File: src/hdl/mawd_pkg.sv
// Shared constants and types of the moving-average wall detector.
`timescale 1ns / 1ps

package mawd_pkg;

    // Number of samples held in the averaging ring.
    localparam int DEPTH = 10;

    // Fixed field widths.
    localparam int SAMPLE_W = 12;
    localparam int THR_W    = 12;
    localparam int AVG_W    = 12;
    localparam int HELD_W   = 4;

    // Widths that follow from the ring depth.
    localparam int SLOT_W  = (DEPTH > 1) ? $clog2(DEPTH) : 1;
    localparam int COUNT_W = $clog2(DEPTH + 1);
    localparam int SUM_W   = SAMPLE_W + COUNT_W;
    localparam int ITER_W  = $clog2(SUM_W + 1);

    // Stream and configuration port widths.
    localparam int S_TDATA_W = 16;
    localparam int M_TDATA_W = 24;
    localparam int CFG_IDX_W = 1;
    localparam int CFG_DAT_W = 12;

    // Configuration register indexes.
    localparam logic [CFG_IDX_W-1:0] REG_SET_THR = 1'd0;
    localparam logic [CFG_IDX_W-1:0] REG_CLR_THR = 1'd1;

    // Threshold reset values.
    localparam logic [THR_W-1:0] SET_THR_RESET = 12'd150;
    localparam logic [THR_W-1:0] CLR_THR_RESET = 12'd170;

    // Handshake between the sequencer and the serial divider.
    typedef struct packed {
        logic                start;
        logic [SUM_W-1:0]    dividend;
        logic [COUNT_W-1:0]  divisor;
    } div_req_t;

    typedef struct packed {
        logic                done;
        logic [SUM_W-1:0]    quotient;
    } div_rsp_t;

endpackage

File: src/hdl/mawd_ram.sv
// Generic single-port-write, registered-read RAM.
`timescale 1ns / 1ps

module mawd_ram #(
    parameter int WIDTH = 8,
    parameter int DEPTH = 16
) (
    input  logic                                          aclk,
    input  logic                                          wr_en,
    input  logic [((DEPTH > 1) ? $clog2(DEPTH) : 1)-1:0]  wr_addr,
    input  logic [WIDTH-1:0]                              wr_data,
    input  logic [((DEPTH > 1) ? $clog2(DEPTH) : 1)-1:0]  rd_addr,
    output logic [WIDTH-1:0]                              rd_data
);

    logic [WIDTH-1:0] mem_reg [DEPTH];

    // Write port and registered read port.
    always_ff @(posedge aclk) begin
        if (wr_en) begin
            mem_reg[wr_addr] <= wr_data;
        end
        rd_data <= mem_reg[rd_addr];
    end

endmodule

File: src/hdl/mawd_divider.sv
// Restoring serial divider: one quotient bit per cycle.
`timescale 1ns / 1ps

module mawd_divider (
    input  logic                 aclk,
    input  logic                 aresetn,
    input  mawd_pkg::div_req_t   req,
    output mawd_pkg::div_rsp_t   rsp
);

    import mawd_pkg::*;

    logic [COUNT_W-1:0] rem_reg, rem_next;
    logic [SUM_W-1:0]   quo_reg, quo_next;
    logic [COUNT_W-1:0] dvs_reg, dvs_next;
    logic [ITER_W-1:0]  iter_reg, iter_next;
    logic               busy_reg, busy_next;
    logic               done_reg, done_next;
    logic [COUNT_W:0]   trial;
    logic               fits;

    // Shift the next dividend bit into the partial remainder and try a subtract.
    assign trial = {rem_reg, quo_reg[SUM_W-1]};
    assign fits  = (trial >= {1'b0, dvs_reg});

    always_comb begin
        rem_next  = rem_reg;
        quo_next  = quo_reg;
        dvs_next  = dvs_reg;
        iter_next = iter_reg;
        busy_next = busy_reg;
        done_next = 1'b0;
        if (req.start) begin
            rem_next  = '0;
            quo_next  = req.dividend;
            dvs_next  = req.divisor;
            iter_next = ITER_W'(SUM_W);
            busy_next = 1'b1;
        end else if (busy_reg) begin
            rem_next  = fits ? COUNT_W'(trial - {1'b0, dvs_reg}) : COUNT_W'(trial);
            quo_next  = {quo_reg[SUM_W-2:0], fits};
            iter_next = iter_reg - 1'b1;
            if (iter_reg == ITER_W'(1)) begin
                busy_next = 1'b0;
                done_next = 1'b1;
            end
        end
    end

    // Control state is reset; the datapath registers are not.
    always_ff @(posedge aclk) begin
        if (!aresetn) begin
            busy_reg <= 1'b0;
            done_reg <= 1'b0;
            iter_reg <= '0;
        end else begin
            busy_reg <= busy_next;
            done_reg <= done_next;
            iter_reg <= iter_next;
        end
        rem_reg <= rem_next;
        quo_reg <= quo_next;
        dvs_reg <= dvs_next;
    end

    assign rsp.done     = done_reg;
    assign rsp.quotient = quo_reg;

endmodule

File: src/hdl/moving_average_wall_detector.sv
// Top level: sample ring, running sum, hysteresis flag and output register.
`timescale 1ns / 1ps

// Each accepted beat carries one distance sample in millimetres. The sample is
// written into a ring of the last DEPTH samples held in a small RAM, a running
// sum and fill count are kept, the wall flag is updated with hysteresis from
// the exact sum against threshold times count, and the floored mean is worked
// out by a serial divider. Each sample passes in order through the update, in
// which the ring read issued on the accepting edge returns, the compare, which
// also starts the divider, the one-bit-per-cycle division, the capture of the
// quotient and the load of the output register. The next sample is accepted
// on the cycle after the result is loaded; a result left waiting on the output
// delays the next sample only once the following result is ready to be loaded.
// Samples are processed one at a time; a new sample is accepted while the
// previous result still waits on the output. The user must write the threshold
// registers through the cfg port only while the block is idle; the block
// itself does not enforce this.

module moving_average_wall_detector (
    input  logic                                   aclk,
    input  logic                                   aresetn,
    // Input stream. tdata: sample_mm [11:0], zero padding above.
    input  logic                                   s_tvalid,
    output logic                                   s_tready,
    input  logic [mawd_pkg::S_TDATA_W-1:0]         s_tdata,
    // Result stream. tdata: average_mm [11:0], wall_present [12],
    // samples_held [16:13], zero padding above.
    output logic                                   m_tvalid,
    input  logic                                   m_tready,
    output logic [mawd_pkg::M_TDATA_W-1:0]         m_tdata,
    // Configuration write port.
    input  logic                                   cfg_wr_en,
    input  logic [mawd_pkg::CFG_IDX_W-1:0]         cfg_index,
    input  logic [mawd_pkg::CFG_DAT_W-1:0]         cfg_wr_data
);

    import mawd_pkg::*;

    typedef enum logic [2:0] {
        ST_IDLE,
        ST_UPDATE,
        ST_COMPARE,
        ST_DIVIDE,
        ST_DELIVER
    } state_t;

    state_t             state_reg, state_next;
    logic [SAMPLE_W-1:0] sample_reg, sample_next;
    logic [SLOT_W-1:0]  slot_reg, slot_next;
    logic [COUNT_W-1:0] count_reg, count_next;
    logic [SUM_W-1:0]   sum_reg, sum_next;
    logic               wall_reg, wall_next;
    logic [THR_W-1:0]   set_thr_reg, set_thr_next;
    logic [THR_W-1:0]   clr_thr_reg, clr_thr_next;
    logic [AVG_W-1:0]   avg_reg, avg_next;
    logic               m_valid_reg, m_valid_next;
    logic [AVG_W-1:0]   m_avg_reg, m_avg_next;
    logic               m_wall_reg, m_wall_next;
    logic [COUNT_W-1:0] m_count_reg, m_count_next;

    logic               s_accept;
    logic               m_accept;
    logic               ring_full;
    logic               ram_wr_en;
    logic [SAMPLE_W-1:0] ram_rd_data;
    logic [SUM_W-1:0]   set_prod;
    logic [SUM_W-1:0]   clr_prod;
    logic               wall_cleared;
    div_req_t           div_req;
    div_rsp_t           div_rsp;

    assign s_tready  = (state_reg == ST_IDLE);
    assign s_accept  = s_tvalid && s_tready;
    assign m_accept  = m_valid_reg && m_tready;
    assign ring_full = (count_reg == COUNT_W'(DEPTH));

    // Sample ring. The read of the current slot is issued on the accepting
    // edge; the write back of that slot happens in the update cycle, so the
    // two never overlap on one entry.
    assign ram_wr_en = (state_reg == ST_UPDATE);

    mawd_ram #(
        .WIDTH (SAMPLE_W),
        .DEPTH (DEPTH)
    ) u_ring (
        .aclk    (aclk),
        .wr_en   (ram_wr_en),
        .wr_addr (slot_reg),
        .wr_data (sample_reg),
        .rd_addr (slot_reg),
        .rd_data (ram_rd_data)
    );

    // Serial divider for the floored mean.
    assign div_req.start    = (state_reg == ST_COMPARE);
    assign div_req.dividend = sum_reg;
    assign div_req.divisor  = count_reg;

    mawd_divider u_div (
        .aclk    (aclk),
        .aresetn (aresetn),
        .req     (div_req),
        .rsp     (div_rsp)
    );

    // Threshold times count for the exact hysteresis tests, at full sum width.
    assign set_prod     = SUM_W'(set_thr_reg) * SUM_W'(count_reg);
    assign clr_prod     = SUM_W'(clr_thr_reg) * SUM_W'(count_reg);
    assign wall_cleared = wall_reg && (sum_reg > clr_prod) ? 1'b0 : wall_reg;

    // Next-state logic of the sequencer, the datapath and the output register.
    always_comb begin
        state_next   = state_reg;
        sample_next  = sample_reg;
        slot_next    = slot_reg;
        count_next   = count_reg;
        sum_next     = sum_reg;
        wall_next    = wall_reg;
        set_thr_next = set_thr_reg;
        clr_thr_next = clr_thr_reg;
        avg_next     = avg_reg;
        m_valid_next = m_valid_reg && !m_tready;
        m_avg_next   = m_avg_reg;
        m_wall_next  = m_wall_reg;
        m_count_next = m_count_reg;

        if (cfg_wr_en) begin
            case (cfg_index)
                REG_SET_THR: set_thr_next = cfg_wr_data;
                REG_CLR_THR: clr_thr_next = cfg_wr_data;
                default: ;
            endcase
        end

        case (state_reg)
            ST_IDLE: begin
                if (s_accept) begin
                    sample_next = s_tdata[SAMPLE_W-1:0];
                    state_next  = ST_UPDATE;
                end
            end
            ST_UPDATE: begin
                // Drop the overwritten sample once full, then add the new one.
                if (ring_full) begin
                    sum_next = sum_reg - SUM_W'(ram_rd_data) + SUM_W'(sample_reg);
                end else begin
                    sum_next   = sum_reg + SUM_W'(sample_reg);
                    count_next = count_reg + 1'b1;
                end
                slot_next  = (slot_reg == SLOT_W'(DEPTH - 1)) ? '0 : slot_reg + 1'b1;
                state_next = ST_COMPARE;
            end
            ST_COMPARE: begin
                // Clear test first, then set test on the possibly cleared flag.
                wall_next  = (!wall_cleared && (sum_reg < set_prod)) ? 1'b1 : wall_cleared;
                state_next = ST_DIVIDE;
            end
            ST_DIVIDE: begin
                if (div_rsp.done) begin
                    avg_next   = div_rsp.quotient[AVG_W-1:0];
                    state_next = ST_DELIVER;
                end
            end
            ST_DELIVER: begin
                if (!m_valid_reg || m_tready) begin
                    m_valid_next = 1'b1;
                    m_avg_next   = avg_reg;
                    m_wall_next  = wall_reg;
                    m_count_next = count_reg;
                    state_next   = ST_IDLE;
                end
            end
            default: begin
                state_next = ST_IDLE;
            end
        endcase
    end

    // State and registered outputs.
    always_ff @(posedge aclk) begin
        if (!aresetn) begin
            state_reg   <= ST_IDLE;
            slot_reg    <= '0;
            count_reg   <= '0;
            sum_reg     <= '0;
            wall_reg    <= 1'b0;
            set_thr_reg <= SET_THR_RESET;
            clr_thr_reg <= CLR_THR_RESET;
            m_valid_reg <= 1'b0;
        end else begin
            state_reg   <= state_next;
            slot_reg    <= slot_next;
            count_reg   <= count_next;
            sum_reg     <= sum_next;
            wall_reg    <= wall_next;
            set_thr_reg <= set_thr_next;
            clr_thr_reg <= clr_thr_next;
            m_valid_reg <= m_valid_next;
        end
        sample_reg  <= sample_next;
        avg_reg     <= avg_next;
        m_avg_reg   <= m_avg_next;
        m_wall_reg  <= m_wall_next;
        m_count_reg <= m_count_next;
    end

    assign m_tvalid = m_valid_reg;
    assign m_tdata  = {{(M_TDATA_W - AVG_W - 1 - HELD_W){1'b0}},
                       HELD_W'(m_count_reg), m_wall_reg, m_avg_reg};

    // The fill count never passes the ring depth.
    a_count_bound: assert property (@(posedge aclk) disable iff (!aresetn)
        count_reg <= COUNT_W'(DEPTH))
        else $error("fill count above ring depth");

    // The write slot always points inside the ring.
    a_slot_bound: assert property (@(posedge aclk) disable iff (!aresetn)
        slot_reg <= SLOT_W'(DEPTH - 1))
        else $error("write slot outside ring");

    // A presented result always covers at least one sample.
    a_held_nonzero: assert property (@(posedge aclk) disable iff (!aresetn)
        m_valid_reg |-> (m_count_reg != '0))
        else $error("result with empty window");

    // The divider only reports completion while the sequencer waits for it.
    a_div_done: assert property (@(posedge aclk) disable iff (!aresetn)
        div_rsp.done |-> (state_reg == ST_DIVIDE))
        else $error("divider finished outside the divide state");

    // An accepted sample is followed by the ring update cycle.
    a_accept_update: assert property (@(posedge aclk) disable iff (!aresetn)
        s_accept |=> (state_reg == ST_UPDATE))
        else $error("accepted sample not followed by update");

endmodule

File: config.mk
export PLATFORM = sky130hd
export DESIGN_NAME = moving_average_wall_detector
export DESIGN_NICKNAME = d
export VERILOG_FILES = /design/src/hdl/mawd_pkg.sv /design/src/hdl/mawd_ram.sv /design/src/hdl/mawd_divider.sv /design/src/hdl/moving_average_wall_detector.sv
export SDC_FILE = /design/constraint.sdc
export NUM_CORES = 1
export LEC_CHECK = 0
export BUFFER_PORTS_ARGS = -buffer_cell sky130_fd_sc_hd__buf_4
export CORE_ASPECT_RATIO = 1.4
export CORE_MARGIN = 2
export CORE_UTILIZATION = 40
export DETAILED_ROUTE_END_ITERATION = 10
export PLACE_DENSITY = 0.6
export SLEW_MARGIN = 5
export SYNTH_ARGS = -nofsm -noshare
export SYNTH_HDL_FRONTEND = slang
export SYNTH_SLANG_ARGS = --single-unit
File: constraint.sdc
create_clock -name aclk -period 6.9 [get_ports aclk]
set_input_delay 0 -clock aclk [delete_from_list [all_inputs] [get_ports aclk]]
set_output_delay 0 -clock aclk [all_outputs]
set_load 0.01 [all_outputs]
==> metrics.cfg <==
[synth]
synth_compound_area_share_pct = 10.2
ys_types = 67
synth_most_common_cell = edfxtp_1
synth_top_family_by_area = adder cells
ys.flop_type = edfxtp_1
synthArstFlopShare_pct = 0
synth_edf_count = 181
netlist_instances = 1342
synth_area_leaders = edfxtp_1 37%, dfxtp_1 10%, ha_1 9.2%
ys_warn_count = 0
yosysSeqAreaShare_pct = 47.1
synthAdderAreaFrac_pct = 16.6
synth_top_area_share_pct = 36.8
synth_area_per_cell_um2 = 11.0
synthXorXnorAreaFrac_pct = 2.97
yosys.area.top_type = edfxtp_1
synth_seq_cells = 257
syn-cell-area_um2 = 14800
muxShareOfSynthArea_pct = 4.88
synth-simple-area-share_pct = 12.6
synth_common_cells = 181 x edfxtp_1, 153 x inv_1, 145 x nand2_1

[power]
p_leak_nw = 6.79
power_density_nw_per_um2 = 252
pwr-share-comb_pct = 21.3
net-switching-power_mw = 1.24
swShare_pct = 29.0
ir_worst_vdd_mv = 0.243
pwr-share-seq_pct = 43.3
clock_power_share_pct = 35.4
p_int_mw = 3.03

[clock_tree]
cts_tree = done
postCtsSetupBuffers = 0
cts_resized = 0
ctsHoldBuffers = 40
clockBufferDepth = 3
cts_root_buf = clkbuf_16
clk_latency_ns = 0.57
cts_sinks = 257
cts_inserted_buffers = 27
htree_levels = 1
clk_pin_slew_ns = 0.07

[route]
routed_wl_um = 31500
first_pass_iters = 4
drc = 0
via_count = 9774
vias_per_cell = 5.11
drt_first_iter_violations = 496
ant_nets = 0
wl_per_cell_um = 16.5

[sta]
setup_tns_ns = 0
worstMarginPinSlew_ns = 1.16
drv_slew = 0
rsz0062_at_grt = no
finClkSkew_ns = 0.0138
finalHoldViolCount = 0
final.period_utilization_pct = 74.0
whs_ns = 0.155
finalSetupViolations = 0
period_needed_ns = 5.11
slew_headroom_pct = 22.6
timing.fmax_mhz = 196

[place]
dp.final_hpwl_um = 23200
numPortBuffers = 48
globalplace.congestion = 0.882
placed_area_um2 = 15600

[worst_setup_path]
crit_top_cell = o21ai_0
path_depth = 20
r2r_cells = 20
cp-start-kind = register
worstPathRequired_ns = 7.40
crit_chain = buf_4 -> nand2_1 -> fa_1 -> fa_1 -> inv_1 -> fa_1 -> a21o_1 -> a21oi_1 -> o21ai_0 -> o41ai_2 -> o21ai_0 -> a21oi_1 -> xor2_1 -> ha_1 -> nor2b_1 -> o21ai_0 -> o21ai_0 -> a211oi_1 -> o211ai_1 -> o21ai_0
worst-path-max-fanout = 21
crit_family = compound AO/OA/AOI/OAI gates
max_stage_delay_ns = 0.55
critPathCapture = wall_reg$_SDFFE_PN0P_
crit_arrival_ns = 5.61
startpoint = count_reg[2]$_SDFFE_PN0P_
crit_slowest_cell = fa_1
worstSetupEndpointType = register
worst-path-buf-inv = 2
critical_path_class = reg2reg
r2r-end = wall_reg$_SDFFE_PN0P_
regToRegSetupSlack_ns = 1.79
reg2reg_from = count_reg[2]$_SDFFE_PN0P_

[grt]
antenna_found_initial = 0
grt_overflow_total = 0
grt_max_degree = 39
grt_pass1_wl_um = 51700
grt_usage_pct = 16.6
grt_pass1_vias = 9957

[final_layout]
ff_latch_area_um2 = 6960
fillers = 3348
largest_register_ffs = 120
drive_gt1_share_pct = 10.0
multiInputGateArea_um2 = 7040
antenna_cells = 0
design_area_um2 = 17000
area_growth_pct = 14.9
nets = 1621

[floorplan]
core_area_um2 = 36600
die_y_um = 231
num_rows = 83
ios = 60
fp.dieW_um = 166
die_area_um2 = 38500
start_util_pct = 40.4

[worst_hold_path]
hp-class = in2reg

[job]
drv_cap = 0

[status]
outcome = finished clean

## cell families after synthesis
group                    Yosys count
AO/OA/AOI/OAI                    240
XOR/XNOR                          50
adder cells (fa/ha/maj)          163
buffers and inverters            209
flip-flops                       257
multiplexers                      42
other                              1
AND/OR/NAND/NOR                  380
## power by group through the flow
stage | logic, mW | registers [mW] | clock network (mW)
finish | 0.911 | 1.85 | 1.51
global route | 1.04 | 1.86 | 1.61
CTS | 0.916 | 1.85 | 1.55
detailed placement | 0.891 | 1.89 | 0
global placement | 0.877 | 1.88 | 0
floorplan | 0.713 | 1.83 | 0
## layout make-up
class,count,share of cell area (%)
Timing Repair Buffer,102,5.11
Sequential cell,257,41.0
Multi-Input combinational cell,882,41.5
Inverter,154,3.41
Clock inverter,20,1.45
Clock buffer,30,4.05
Tap cell,467,3.45
## metrics by stage
| step | utilization (%) | std cells | worst slack [ns] | power, mW |
|---|---|---|---|---|
| 2_1_floorplan | - | 1348 | 2.19 | 2.54 |
| 3_3_place_gp | 42.7 | 1822 | 1.87 | 2.76 |
| 6_report | 46.4 | 1912 | 1.79 | 4.28 |
| 3_5_place_dp | 42.7 | 1822 | 1.79 | 2.78 |
| 4_1_cts | 46.4 | 1912 | 1.75 | 4.32 |
| 5_1_grt | 46.4 | 1912 | 1.27 | 4.51 |
## how the worst min path moves through the flow
stage	start	to	slack, ns	depth (start not counted)
after floorplan	s_tdata[0]	sample_reg[0]$_DFFE_PP_	0.1	0
after global placement	s_tdata[8]	sample_reg[8]$_DFFE_PP_	0.18	1
after detailed placement	s_tdata[5]	sample_reg[5]$_DFFE_PP_	0.18	1
after CTS	s_tdata[0]	sample_reg[0]$_DFFE_PP_	0.12	2
after global routing	s_tdata[2]	sample_reg[2]$_DFFE_PP_	0.14	2
final	s_tdata[2]	sample_reg[2]$_DFFE_PP_	0.15	2
## metal layers
layer,part of all wire (%),vias to the layer above,global-route usage (%)
li1,-,4848,-
met3,2.7,64,2.02
met5,0,-,0
met2,52,166,30.6
met4,4.1,0,7.00
met1,41,4696,19.4
## cell usage in the layout (no fill, tap or decap), types with 10 or more instances in the layout
cell,n
a211oi_1,25
edfxtp_1,181
nor2_1,55
inv_1,153
xor2_1,26
mux2i_1,18
mux4_2,24
nor3_1,12
and2_1,63
a21oi_1,88
nand2b_1,13
nand3_1,25
ha_1,109
dfxtp_1,75
clkbuf_16,27
o21bai_1,10
fa_1,54
xnor2_1,24
o21ai_0,48
a21o_1,15
dlygate4sd3_1,40
nor2b_1,23
buf_4,62
nand2_1,145
No activity file was read; power rests on OpenSTA's default activity.
